**config.mk**
```make
export PLATFORM = sky130hd
export DESIGN_NAME = dpc_hash
export DESIGN_NICKNAME = d
export VERILOG_FILES = /design/src/rtl/distinct_pointer_counter_core_assert.svh /design/src/rtl/dpc_pkg.sv /design/src/rtl/dpc_hash.sv
export SDC_FILE = /design/constraint.sdc
export NUM_CORES = 2
export LEC_CHECK = 0
export CAP_MARGIN = 25
export CORE_MARGIN = 5
export CORE_UTILIZATION = 45
export DETAILED_ROUTE_END_ITERATION = 16
export DONT_BUFFER_PORTS = 1
export PLACE_DENSITY = 0.7
export SYNTH_ARGS = -nofsm -noshare
export SYNTH_HDL_FRONTEND = slang
export SYNTH_SLANG_ARGS = --single-unit
```
**constraint.sdc**
```tcl
create_clock -name clk_i -period 15.55 [get_ports clk_i]
set_clock_uncertainty 0.2 [all_clocks]
set_input_delay 0.7775 -clock clk_i [delete_from_list [all_inputs] [get_ports clk_i]]
set_output_delay 0.7775 -clock clk_i [all_outputs]
set_load 0.01 [all_outputs]
```
**src/rtl/distinct_pointer_counter_core_assert.svh**
```systemverilog
// assertion macros for the distinct pointer counter
`ifndef DISTINCT_POINTER_COUNTER_CORE_ASSERT_SVH
`define DISTINCT_POINTER_COUNTER_CORE_ASSERT_SVH

`ifndef SYNTHESIS
// clocked check, disabled while reset is asserted
`define DPC_ASSERT_RST(lbl, clk, rst_n, prop, msg) \
  lbl: assert property (@(posedge clk) disable iff (!rst_n) prop) else $error(msg);
// clocked check that also holds during reset
`define DPC_ASSERT_ALWAYS(lbl, clk, prop, msg) \
  lbl: assert property (@(posedge clk) prop) else $error(msg);
`else
`define DPC_ASSERT_RST(lbl, clk, rst_n, prop, msg)
`define DPC_ASSERT_ALWAYS(lbl, clk, prop, msg)
`endif

`endif

```
**src/rtl/dpc_pkg.sv**
```systemverilog
package dpc_pkg;

  localparam int unsigned SLOTS        = 4096;
  localparam int unsigned DISTINCT_MAX = 2048;
  localparam int unsigned IdxW         = $clog2(SLOTS);

  localparam int unsigned AddrW = 64;
  localparam int unsigned NodeW = 32;
  localparam int unsigned DistW = 12;
  localparam int unsigned MulW  = 32;

  localparam int unsigned HashShift  = 48;
  localparam int unsigned AlignShift = 3;
  localparam logic [63:0] GoldenMult = 64'h9E37_79B9_7F4A_7C15;

  // request type codes
  localparam logic ReqNote     = 1'b0;
  localparam logic ReqFrameEnd = 1'b1;

  // one table entry
  typedef struct packed {
    logic             valid;
    logic [AddrW-1:0] addr;
  } slot_entry_t;

  // table port controls
  typedef struct packed {
    logic            we;
    logic [IdxW-1:0] waddr;
    logic            re;
    logic [IdxW-1:0] raddr;
  } slot_req_t;

endpackage

```
**src/rtl/dpc_hash.sv**
```systemverilog
module dpc_hash (
  input  logic                       clk_i,
  input  logic                       rst_ni,
  input  logic                       start_i,
  input  logic [dpc_pkg::AddrW-1:0]  addr_i,
  output logic                       done_o,
  output logic [dpc_pkg::IdxW-1:0]   slot_o
);
  import dpc_pkg::*;

  // partial product sequence, low halves only where they reach bit 32 and up
  localparam logic [1:0] StepLoLo = 2'd0;
  localparam logic [1:0] StepLoHi = 2'd1;
  localparam logic [1:0] StepHiLo = 2'd2;
  localparam logic [1:0] StepLast = 2'd3;

  logic             run_q, run_d;
  logic             done_q, done_d;
  logic [1:0]       step_q, step_d;
  logic [AddrW-1:0] op_q;
  logic [2*MulW-1:0] p_q;
  logic [MulW-1:0]  acc_q;

  logic [MulW-1:0]   mul_a, mul_b;
  logic [2*MulW-1:0] prod;

  // the one shared multiplier
  assign mul_a = (step_q == StepHiLo) ? op_q[2*MulW-1:MulW] : op_q[MulW-1:0];
  assign mul_b = (step_q == StepLoHi) ? GoldenMult[2*MulW-1:MulW] : GoldenMult[MulW-1:0];
  assign prod  = mul_a * mul_b;

  always_comb begin
    run_d  = run_q;
    done_d = 1'b0;
    step_d = step_q;
    if (start_i) begin
      run_d  = 1'b1;
      step_d = StepLoLo;
    end else if (run_q) begin
      step_d = step_q + 2'd1;
      if (step_q == StepLast) begin
        run_d  = 1'b0;
        done_d = 1'b1;
      end
    end
  end

  always_ff @(posedge clk_i or negedge rst_ni) begin
    if (!rst_ni) begin
      run_q  <= 1'b0;
      done_q <= 1'b0;
      step_q <= StepLoLo;
    end else begin
      run_q  <= run_d;
      done_q <= done_d;
      step_q <= step_d;
    end
  end

  always_ff @(posedge clk_i) begin
    if (start_i) begin
      op_q <= addr_i >> AlignShift;
    end
    if (run_q) begin
      p_q <= prod;
      if (step_q == StepLoHi) begin
        acc_q <= p_q[2*MulW-1:MulW];
      end else if (step_q == StepHiLo || step_q == StepLast) begin
        acc_q <= acc_q + p_q[MulW-1:0];
      end
    end
  end

  assign done_o = done_q;
  assign slot_o = acc_q[HashShift-MulW +: IdxW];

endmodule

```
==> metrics.md <==
| Metric | Value |
|---|---|
| IO Count | 80 |
| Register area share after synthesis | 0.140 |
| Setup TNS | 0 ns |
| Setup-failing EPs final | 0 |
| Gpl congestion | 0.994 |
| Ranking of synthesized cells by area | fa_1, ha_1, edfxtp_1 |
| Hold Violations, Final | 0 |
| Yosys top cell area share | 0.363 |
| Mux contribution to synthesized area | 0.0126 |
| Vias in the first global route | 23500 |
| Clock tree buffer depth | 2 |
| First-pass GRT wire length | 138000 um |
| Area delta synth->final | 4.74% |
| TritonCTS clock tree | built |
| Row Count | 97 |
| Required time of the critical path | 15.55 ns |
| Yosys reg bits | 149 |
| Final nets | 4276 |
| Worst Tran Pin Value | 0.967 ns |
| Crit path kind | flip-flop to flip-flop |
| Startpoint type of the worst setup path | flip-flop |
| Diodes inserted | 0 |
| Residual DRC count | 0 |
| Worst slew margin | 0.337 |
| Worst skew pair latency | 0.46 ns |
| Max Fanout on Critical Path | 25 |
| Largest net degree at the start of global routing | 144 |
| Clock sink count | 149 |
| Max_cap viols | 0 |
| Max Slew Vio Count | 0 |
| Layout cells sized above 1 | 0.0306 |
| Post-synth top area cell | fa_1 |
| Routed vias/inst | 5.41 |
| Mapped Avg Cell Area | 9.83 sq um |
| WP data arrival | 10.84 ns |
| Max incr delay on CP | 0.86 ns |
| Async S/R FF share, synth | 0.0268 |
| Top_reg_cell synth | edfxtp_1 |
| M2 GR Usage | 0.367 |
| Fin util | 0.475 |
| I/O Buffers | 0 |
| Setup repair bufs after CTS | 0 |
| RSZ-0062 raised after global routing | no |
| Detailed Routing Iterations Pass 1 | 6 |
| Clk pin slew, worst setup/hold paths | 0.07 ns |
| Worst path most repeated cell | fa_1 |
| Die area | 0.0762 sq mm |
| Post-Syn Instances | 3238 |
| H-Tree Level Count | 4 |
| Min Tclk post-route | 10.84 ns |
| Unique masters post-synth | 69 |
| DIE WIDTH | 276 um |
| Worst Hold Class | input pin to flip-flop |
| Crit share post-route | 0.697 |
| Synth Area in Compound Gates | 0.0896 |
| Root buffer cell | clkbuf_16 |
| Upper clock frequency limit | 92.2 MHz |
| Status | finished clean |
| DRT iter0 DRCs | 2091 |
| Slowest cell on the critical path | mux2_1 |
| GR peak layer | met2 |
| Hpwl dp | 76700 um |
| Largest family of logic cells by synthesized area | adder cells |
| Grt met1 use | 0.320 |
| Met3 Usage GRT | 0.0359 |
| Routed wire length per instance | 21.7 um |
| TritonCTS Buffers | 17 |
| Vias | 22400 |
| Synth warn | 0 |
| ANT nets after route | 0 |
| Post-Place Cell Area | 0.0328 sq mm |
| WL final | 89800 um |
| Grt ovf | 0 |
| Post-Synth Simple-Gate Area | 0.0676 |
| Starting Density | 0.454 |
| Die height | 276 um |
| Initial antenna violation count | 0 |
| Setup crit end kind | flip-flop |
| Synth Cell Area | 0.0318 sq mm |
| Post-CTS Resized | 0 |
| Synth Area in XOR/XNOR | 0.0399 |
| Core area | 0.0701 sq mm |
| Final instance area | 0.0333 sq mm |
| Global Route Usage Sum | 0.236 |
| Post-Synth Adder-Cell Area | 0.536 |
| EDFF count, synth | 145 |
cells in the mapped netlist (all sizes together), types with 7 or more instances:
cell type  instances
xor2              27
mux2              17
o21a              13
nor2             172
nand4              7
edfxtp           145
a21o              64
o21bai            14
inv              849
and3              18
nand2            137
a211oi            19
o21ai            116
and2              19
nor3              39
nand3             13
o211ai            12
a31oi             14
mux2i             21
nand2b            19
xnor2            118
nor2b             14
clkbuf            67
or2               23
buf               33
fa               577
or3                7
o31ai              8
a21oi            147
ha               442
critical path, delay by kind of cell (launching register included):
family                   cells  cell delay [ns]
XOR/XNOR                     1             0.27
multiplexers                 1             0.86
AO/OA/AOI/OAI                9             2.57
adder cells (fa/ha/maj)     10             4.67
buffers and inverters        5             1.38
flip-flops                   1             0.49
AND/OR/NAND/NOR              1             0.08
final cells by class:
type | instances | area (sq um)
clock inverter | 13 | 85.1
inverter | 850 | 3190
sequential | 149 | 4460
multi-input combinational | 2152 | 23800
fill | 6603 | 36800
tap | 940 | 1180
clock buffer | 18 | 429
timing repair buffer | 20 | 165
worst paths after layout:
check	start	end	slack (ns)	cells after the start
min reg2reg	p_q[38]$_DFFE_PP_	acc_q[6]$_DFFE_PP_	0.33	2
max reg2reg	step_q[0]$_DFFE_PN0P_	p_q[53]$_DFFE_PP_	4.71	27
max	step_q[0]$_DFFE_PN0P_	p_q[53]$_DFFE_PP_	4.71	27
min in group asynchronous	rst_ni	step_q[1]$_DFFE_PN0P_	0.38	1
max in group asynchronous	rst_ni	run_q$_DFF_PN0_	14.59	1
min	start_i	step_q[1]$_DFFE_PN0P_	0.20	1
metal layers:
metal	routed length, um	share of wire	vias to the layer above
li1	-	-	10000
met4	5910	0.066	0
met5	0	0	-
met2	40100	0.45	983
met1	37200	0.41	11100
met3	6580	0.073	235
sequential cells by signal (all words and copies together), names as in the netlist:
signal  cells
step_q      2
done_o      1
acc_q      28
p_q        56
run_q       1
op_q       61
what timing repair did:
| action | CTS | global route |
|---|---|---|
| endpoints found under the setup margin | 0 | 0 |
| hold endpoints to repair | 4 | 0 |
| hold buffers | 1 | 0 |
metrics by stage:
stage | hold WS [ns] | setup slack, ns | cells
final | 0.201 | 4.71 | 4142
after global routing | 0.182 | 4.36 | 4142
after global placement | 0.282 | 5.06 | 4110
after CTS | 0.167 | 4.87 | 4142
after detailed placement | 0.282 | 4.90 | 4110
after floorplan | 0.282 | 6.53 | 3251
cell usage in the layout (no fill, tap or decap), drive strengths merged, types with 21 or more instances in the layout:
| master | netlist | routed |
|---|---|---|
| edfxtp | 145 | 145 |
| a21o | 64 | 64 |
| o21ai | 116 | 116 |
| ha | 442 | 442 |
| xnor2 | 118 | 118 |
| a21oi | 147 | 147 |
| xor2 | 27 | 27 |
| nand2 | 137 | 137 |
| nor2 | 172 | 172 |
| nor3 | 39 | 39 |
| or2 | 23 | 23 |
| fa | 577 | 577 |
| inv | 849 | 852 |
| mux2i | 21 | 21 |
cell families (layout without fill, tap and decap cells):
logic type | count (synthesis) | in the layout
xor gates and xnor gates | 145 | 145
adders and majority gates | 1019 | 1019
buffers and inverters | 950 | 901
and+or+nand+nor | 477 | 477
AOI/OAI and AO/OA | 458 | 458
muxes | 38 | 38
DFF | 149 | 149
other | 2 | 15
Power is not shown: default switching activity piles up to over one toggle a cycle in this logic, so the estimate is an artifact.
